==> config.mk <==
export PLATFORM = sky130hd
export DESIGN_NAME = status_frame_receiver_core
export DESIGN_NICKNAME = d
export VERILOG_FILES = /design/src/sv/sfr_pkg.sv /design/src/sv/status_frame_receiver_core.sv
export SDC_FILE = /design/constraint.sdc
export NUM_CORES = 1
export LEC_CHECK = 0
export BUFFER_PORTS_ARGS = -buffer_cell sky130_fd_sc_hd__buf_2
export CORE_UTILIZATION = 40
export CTS_BUF_LIST = sky130_fd_sc_hd__clkbuf_8
export CTS_CLUSTER_DIAMETER = 80
export DETAILED_ROUTE_END_ITERATION = 10
export SKIP_LAST_GASP = 1
export SLEW_MARGIN = 40
export SYNTH_ARGS = -nofsm -noshare
export SYNTH_HDL_FRONTEND = slang
export SYNTH_SLANG_ARGS = --single-unit
==> constraint.sdc <==
create_clock -name clk -period 4.1 [get_ports clk]
set_input_delay 0.615 -clock clk [delete_from_list [all_inputs] [get_ports clk]]
set_output_delay 0.615 -clock clk [all_outputs]
set_load 0.02 [all_outputs]
==> src/sv/sfr_pkg.sv <==
// ----------------------------------------------------------------------------
// sfr_pkg: shared types and constants for the status frame receiver
// Receive phases, frame event codes and byte constants.
// ----------------------------------------------------------------------------
package sfr_pkg;

    typedef enum logic [1:0] {
        PH_SYNC = 2'd0,
        PH_ADDR = 2'd1,
        PH_LEN  = 2'd2,
        PH_DATA = 2'd3
    } rx_phase_t;

    typedef logic [2:0] frame_event_t;

    localparam frame_event_t EV_NONE    = 3'd0;
    localparam frame_event_t EV_IGNORED = 3'd1;
    localparam frame_event_t EV_ACK     = 3'd2;
    localparam frame_event_t EV_ARRIVAL = 3'd3;
    localparam frame_event_t EV_BADSUM  = 3'd4;

    localparam logic [7:0] SYNC_BYTE     = 8'hFF;
    localparam logic [7:0] COUNT_MAX     = 8'hFF;
    localparam logic [7:0] LEN_ACK       = 8'd1;
    localparam logic [7:0] LEN_ARRIVAL   = 8'd3;
    localparam logic [7:0] REPLY_ADDR_RST = 8'h4A;

endpackage

==> src/sv/status_frame_receiver_core.sv <==
// ----------------------------------------------------------------------------
// status_frame_receiver_core: serial status frame decoder
// Path from accepted byte to result word: input reg, then result reg.
// Throughput: one byte per cycle unless out_stall holds the result register.
// Reset: asynchronous, active low; phase to sync wait, flags cleared,
// reply address back to 0x4A. No clearing pass.
// ----------------------------------------------------------------------------
module status_frame_receiver_core
    import sfr_pkg::*;
(
    input  logic       clk,
    input  logic       rst_n,
    // byte input
    input  logic       in_valid,
    output logic       in_stall,
    input  logic [7:0] rx_byte,
    // result output
    output logic       out_valid,
    input  logic       out_stall,
    output logic [2:0] frame_event,
    output logic [7:0] frame_address,
    output logic       ack_flag,
    output logic       arrived_flag,
    // reply address write
    input  logic       cfg_valid,
    output logic       cfg_ready,
    input  logic [7:0] cfg_data
);

    logic [7:0]   reply_addr_reg;

    logic         in_vld_reg;
    logic [7:0]   in_byte_reg;

    rx_phase_t    phase_reg, phase_next;
    logic [6:0]   sum_reg, sum_next;
    logic [7:0]   count_reg, count_next;
    logic [7:0]   addr_reg, addr_next;
    logic [7:0]   len_reg, len_next;
    logic [7:0]   pay0_reg, pay0_next;
    logic [7:0]   pay1_reg, pay1_next;
    logic         ack_seen_reg, ack_seen_next;
    logic         arrived_reg, arrived_next;
    frame_event_t event_next;

    logic         out_vld_reg;
    frame_event_t out_event_reg;
    logic [7:0]   out_addr_reg;
    logic         out_ack_reg;
    logic         out_arrived_reg;

    logic         out_load;
    logic         step;
    logic [6:0]   sum_add;

    assign out_load  = !out_vld_reg || !out_stall;
    assign step      = in_vld_reg && out_load;
    assign in_stall  = in_vld_reg && !out_load;
    assign cfg_ready = 1'b1;

    always_ff @(posedge clk or negedge rst_n)
    begin
        if (!rst_n)
        begin
            reply_addr_reg <= REPLY_ADDR_RST;
        end
        else if (cfg_valid && cfg_ready)
        begin
            reply_addr_reg <= cfg_data;
        end
    end

    // input register
    always_ff @(posedge clk or negedge rst_n)
    begin
        if (!rst_n)
        begin
            in_vld_reg <= 1'b0;
        end
        else if (!in_stall)
        begin
            in_vld_reg <= in_valid;
        end
    end

    always_ff @(posedge clk)
    begin
        if (in_valid && !in_stall)
        begin
            in_byte_reg <= rx_byte;
        end
    end

    assign sum_add = sum_reg + in_byte_reg[6:0];

    // frame state update for one byte
    always_comb
    begin
        phase_next    = phase_reg;
        sum_next      = sum_reg;
        count_next    = count_reg;
        addr_next     = addr_reg;
        len_next      = len_reg;
        pay0_next     = pay0_reg;
        pay1_next     = pay1_reg;
        ack_seen_next = ack_seen_reg;
        arrived_next  = arrived_reg;
        event_next    = EV_NONE;
        if (phase_reg == PH_SYNC)
        begin
            if (in_byte_reg == SYNC_BYTE)
            begin
                phase_next = PH_ADDR;
            end
        end
        else if (in_byte_reg == SYNC_BYTE)
        begin
            phase_next = PH_ADDR;
        end
        else
        begin
            case (phase_reg)
                PH_ADDR:
                begin
                    count_next = 8'd1;
                    addr_next  = in_byte_reg;
                    sum_next   = in_byte_reg[6:0];
                    phase_next = PH_LEN;
                end
                PH_LEN:
                begin
                    len_next   = in_byte_reg;
                    sum_next   = sum_add;
                    phase_next = PH_DATA;
                end
                PH_DATA:
                begin
                    if (count_reg == len_reg)
                    begin
                        phase_next = PH_SYNC;
                        // checksum byte above 0x7F never matches
                        if ({1'b0, sum_reg} != in_byte_reg)
                        begin
                            event_next = EV_BADSUM;
                        end
                        else if (addr_reg != reply_addr_reg)
                        begin
                            event_next = EV_IGNORED;
                        end
                        else if (len_reg == LEN_ACK)
                        begin
                            ack_seen_next = 1'b1;
                            event_next    = EV_ACK;
                        end
                        else if (len_reg == LEN_ARRIVAL)
                        begin
                            arrived_next = (pay0_reg | pay1_reg) != 8'd0;
                            event_next   = EV_ARRIVAL;
                        end
                        else
                        begin
                            event_next = EV_IGNORED;
                        end
                    end
                    else
                    begin
                        if (count_reg == 8'd1)
                        begin
                            pay0_next = in_byte_reg;
                        end
                        else if (count_reg == 8'd2)
                        begin
                            pay1_next = in_byte_reg;
                        end
                        sum_next = sum_add;
                        // length zero: counter sticks at max
                        if (count_reg != COUNT_MAX)
                        begin
                            count_next = count_reg + 8'd1;
                        end
                    end
                end
                default:
                begin
                    phase_next = PH_SYNC;
                end
            endcase
        end
    end

    always_ff @(posedge clk or negedge rst_n)
    begin
        if (!rst_n)
        begin
            phase_reg    <= PH_SYNC;
            sum_reg      <= 7'd0;
            count_reg    <= 8'd1;
            addr_reg     <= 8'd0;
            len_reg      <= 8'd0;
            pay0_reg     <= 8'd0;
            pay1_reg     <= 8'd0;
            ack_seen_reg <= 1'b0;
            arrived_reg  <= 1'b0;
        end
        else if (step)
        begin
            phase_reg    <= phase_next;
            sum_reg      <= sum_next;
            count_reg    <= count_next;
            addr_reg     <= addr_next;
            len_reg      <= len_next;
            pay0_reg     <= pay0_next;
            pay1_reg     <= pay1_next;
            ack_seen_reg <= ack_seen_next;
            arrived_reg  <= arrived_next;
        end
    end

    // result register
    always_ff @(posedge clk or negedge rst_n)
    begin
        if (!rst_n)
        begin
            out_vld_reg <= 1'b0;
        end
        else if (out_load)
        begin
            out_vld_reg <= in_vld_reg;
        end
    end

    always_ff @(posedge clk)
    begin
        if (step)
        begin
            out_event_reg   <= event_next;
            out_addr_reg    <= addr_next;
            out_ack_reg     <= ack_seen_next;
            out_arrived_reg <= arrived_next;
        end
    end

    assign out_valid     = out_vld_reg;
    assign frame_event   = out_event_reg;
    assign frame_address = out_addr_reg;
    assign ack_flag      = out_ack_reg;
    assign arrived_flag  = out_arrived_reg;

`ifndef SYNTHESIS
    // ack is sticky
    a_ack_sticky: assert property (@(posedge clk) disable iff (!rst_n)
        ack_seen_reg |=> ack_seen_reg)
        else $error("ack flag dropped");

    // a frame-ending word leaves the receiver waiting for sync
    a_end_to_sync: assert property (@(posedge clk) disable iff (!rst_n)
        (step && event_next != EV_NONE) |=> (phase_reg == PH_SYNC))
        else $error("frame end did not return to sync wait");

    // stall only while a byte is held
    a_stall_held: assert property (@(posedge clk) disable iff (!rst_n)
        in_stall |-> in_vld_reg)
        else $error("stall without a held byte");

    // a held byte is not lost while the result waits
    a_hold_byte: assert property (@(posedge clk) disable iff (!rst_n)
        in_stall |=> (in_vld_reg && $stable(in_byte_reg)))
        else $error("held byte changed under stall");
`endif

endmodule
==> flow_metrics.py <==
metrics = {
    "floorplan": {
        "start_util_pct": 41.8,
        "die_w_um": 104,
        "fp.dieArea_um2": 10800,
        "core_area_um2": 9910,
        "fp-row-count": 36,
        "die_y_um": 104,
        "ios": 37,
    },
    "critical_path": {
        "critPathArrivalTime_ns": 2.72,
        "reg2reg_from": "phase_reg[0]$_DFFE_PN0P_",
        "setup.worst_path.start": "phase_reg[0]$_DFFE_PN0P_",
        "end_kind": "register",
        "rrSetupSlack_ns": 1.60,
        "crit_fanout": 17,
        "path_class": "register to register",
        "required_ns": 4.32,
        "r2r_cells": 5,
        "worstReg2RegEnd": "count_reg[2]$_DFFE_PN0P_",
        "worst_setup_path_start_kind": "register",
    },
    "placement": {
        "place_ws_ns": 1.56,
        "dp_cells": 501,
        "portBuffers": 35,
        "dpl.hpwl_um": 6160,
        "routabilityCongestion": 0.772,
    },
    "global_routing": {
        "grt_max_degree": 47,
        "grt_util_all_layers_pct": 16.9,
        "antenna_found_initial": 0,
        "grt_pass1_vias": 2837,
        "grt_first_pass_wirelength_um": 14300,
        "gr-total-overflow": 0,
    },
    "finish": {
        "finalNonFillerCells": 517,
        "drive_gt1_share_pct": 30.2,
        "antenna_cells": 0,
        "fillers": 967,
        "fin_nets": 414,
        "area_delta_synth_final_pct": 12.6,
    },
    "clocking": {
        "cts.clk_slew.worst_paths_ns": 0.09,
        "cts_max_level": 3,
        "cts_made_buffers": 9,
        "ctsHoldBuffers": 0,
        "cts_tree": "done",
        "clock-root-buffer": "clkbuf_8",
        "numClockSinks": 82,
        "cts_buffer_depth": 2,
        "post_cts_buffers": 0,
        "ctsResizeCount": 0,
        "worstSkewPairLatency_ns": 0.36,
    },
    "synthesis": {
        "synth-seq-cells": 82,
        "yosys_warnings": 0,
        "synthFlopType": "dfrtp_1",
        "syn_inst": 341,
        "synthDistinctLibCells": 58,
        "syn_area_per_cell_um2": 12.2,
        "synth_edf_count": 21,
        "syn_nets": 376,
        "syn-cell-area_um2": 4150,
        "synth_seq_area_share_pct": 52.2,
        "async_flop_share_pct": 74.4,
    },
    "detailed_routing": {
        "drc": 0,
        "dr_total_vias": 2769,
        "wl_per_cell_um": 16.4,
        "drtAntennaViolNets": 0,
        "wl_um": 8490,
        "dr.pass1.iters": 4,
        "drtIter0Drc": 60,
        "vias_per_cell": 5.36,
    },
    "sta": {
        "fin_setup_tns_ns": 0,
        "setup_viol": 0,
        "hold_viol": 0,
        "whs_ns": 0.257,
        "finalCriticalPeriod_ns": 2.50,
        "min_period_over_period_pct": 61.0,
        "drv_slew": 0,
        "skew_ns": 0.0109,
        "rsz0062_at_grt": "no",
        "slew_headroom_pct": 55.7,
        "max_freq_mhz": 400,
        "worstMarginPinSlew_ns": 0.665,
        "final.setup.worst_slack_ns": 1.60,
    },
    "hold_path": {
        "hold_class": "input port to asynchronous set/reset pin",
    },
    "outcome": {
        "outcome": "completed",
    },
    "pwr": {
        "clkPwrFrac_pct": 20.8,
        "internal_power_w": 0.00185,
        "p_switching_w": 0.00111,
        "sw_frac_of_total_pct": 37.6,
        "ir_drop_mv": 0.294,
        "leakage_nw": 2.03,
        "powerDensity_nw_per_um2": 634,
        "p_seq_share_pct": 42.7,
        "combinationalPowerShare_pct": 36.5,
    },
    "job": {
        "drv_cap": 0,
    },
}
==> cells in the mapped netlist, drive strengths merged (2+ instances only) <==
cell     instances  area [um2]
and3             5        31.3
a21oi            8        40.0
a21o             3        22.5
o31ai            4        43.8
dfrtp           57        1430
nor2            15        56.3
or3              2        12.5
nand3b           3        22.5
buf              6        32.5
inv             15        56.3
o21ai           15        75.1
nand2b           3        18.8
mux2i            3        30.0
nand4           12        87.6
nor4b            2        17.5
nor2b            2        12.5
o311ai           2        25.0
nand2           20        75.1
o311a            2        20.0
nor3             6        35.0
clkbuf           4        15.0
o221ai           3        26.3
o21a             4        30.0
a21boi           3        33.8
xnor2           18         158
o211a            2        27.5
nor4             8        50.1
a2111oi          2        17.5
ha              13         163
dfstp            4         105
mux2            48         541
edfxtp          21         631
and2             3        18.8
nand3            9        50.1
==> kinds of logic after synthesis <==
family	count (synthesis)	share of synthesized area (%)
XOR/XNOR	18	3.80
other	1	0.0905
flip-flops	82	52.2
adder cells (fa/ha/maj)	14	4.41
buffers and inverters	25	2.51
AND/OR/NAND/NOR	94	12.9
AO/OA/AOI/OAI	56	10.4
multiplexers	51	13.8
==> critical path, stage by stage (launching register included) <==
cell and delay (ns):
dfrtp_1 0.44, ha_1 0.56, inv_1 0.28, o31ai_4 0.47, or2_0 0.42, o221ai_1 0.19
==> metal layers <==
layer,routed length (um),part of all wire [%],track usage [%]
met5,0,0,0
met4,144,1.7,5.41
met3,202,2.4,3.65
met2,3990,47,26.7
met1,4140,49,23.0
==> how the worst max path moves through the flow <==
stage | to | depth (start not counted)
floorplan | pay0_reg[0]$_DFFE_PN0P_ | 5
global placement | sum_reg[5]$_DFFE_PN0P_ | 6
detailed placement | sum_reg[5]$_DFFE_PN0P_ | 6
CTS | sum_reg[5]$_DFFE_PN0P_ | 6
global route | count_reg[4]$_DFFE_PN0P_ | 5
finish | count_reg[2]$_DFFE_PN0P_ | 5
==> final cells by class <==
type / instances / area [um2] / area share (%)
clock inverters: 7 / 83.8 / 1.80
flip-flops and latches: 82 / 2160 / 46.3
multi-input cells: 234 / 1880 / 40.3
clock buffers: 9 / 124 / 2.65
repair buffers: 37 / 193 / 4.13
inverters: 15 / 56.3 / 1.21
well taps: 133 / 166 / 3.57
==> power by group through the flow <==
stage | Sequential (W) | Clock, W | Combinational [W]
global route | 0.00130 | 0.000669 | 0.00121
global placement | 0.00127 | 0 | 0.00105
finish | 0.00127 | 0.000615 | 0.00108
CTS | 0.00127 | 0.000630 | 0.00109
floorplan | 0.00124 | 0 | 0.000861
detailed placement | 0.00128 | 0 | 0.00108
==> stage by stage <==
step	utilization (%)	total power [W]	area (um2)
2_1_floorplan	-	0.00210	4150
3_3_place_gp	44.9	0.00232	4450
3_5_place_dp	45.0	0.00236	4460
4_1_cts	47.1	0.00298	4660
5_1_grt	47.1	0.00317	4670
6_report	47.1	0.00296	4670
==> layout by cell type, fill, tap and decap left out, types with 2 or more instances in the layout <==
cell type and count:
a2111oi_0 2, a21o_1 3, a21oi_1 8, and2_1 3, and3_1 5, buf_2 34, buf_4 3, clkbuf_8 9
clkinv_4 2, dfrtp_1 57, dfstp_2 4, edfxtp_1 21, ha_1 13, inv_1 15, inv_8 2, mux2_2 48
mux2i_1 3, nand2_1 20, nand2b_1 3, nand3_1 8, nand3b_1 3, nand4_1 10, nand4_2 2, nor2_1 14
nor2b_1 2, nor3_1 5, nor4_1 8, nor4b_1 2, o21a_1 4, o21ai_0 14, o221ai_1 3, o311a_1 2
o31ai_1 3, or3_1 2, xnor2_1 18
Note: power is estimated with default switching activity, not from simulation.
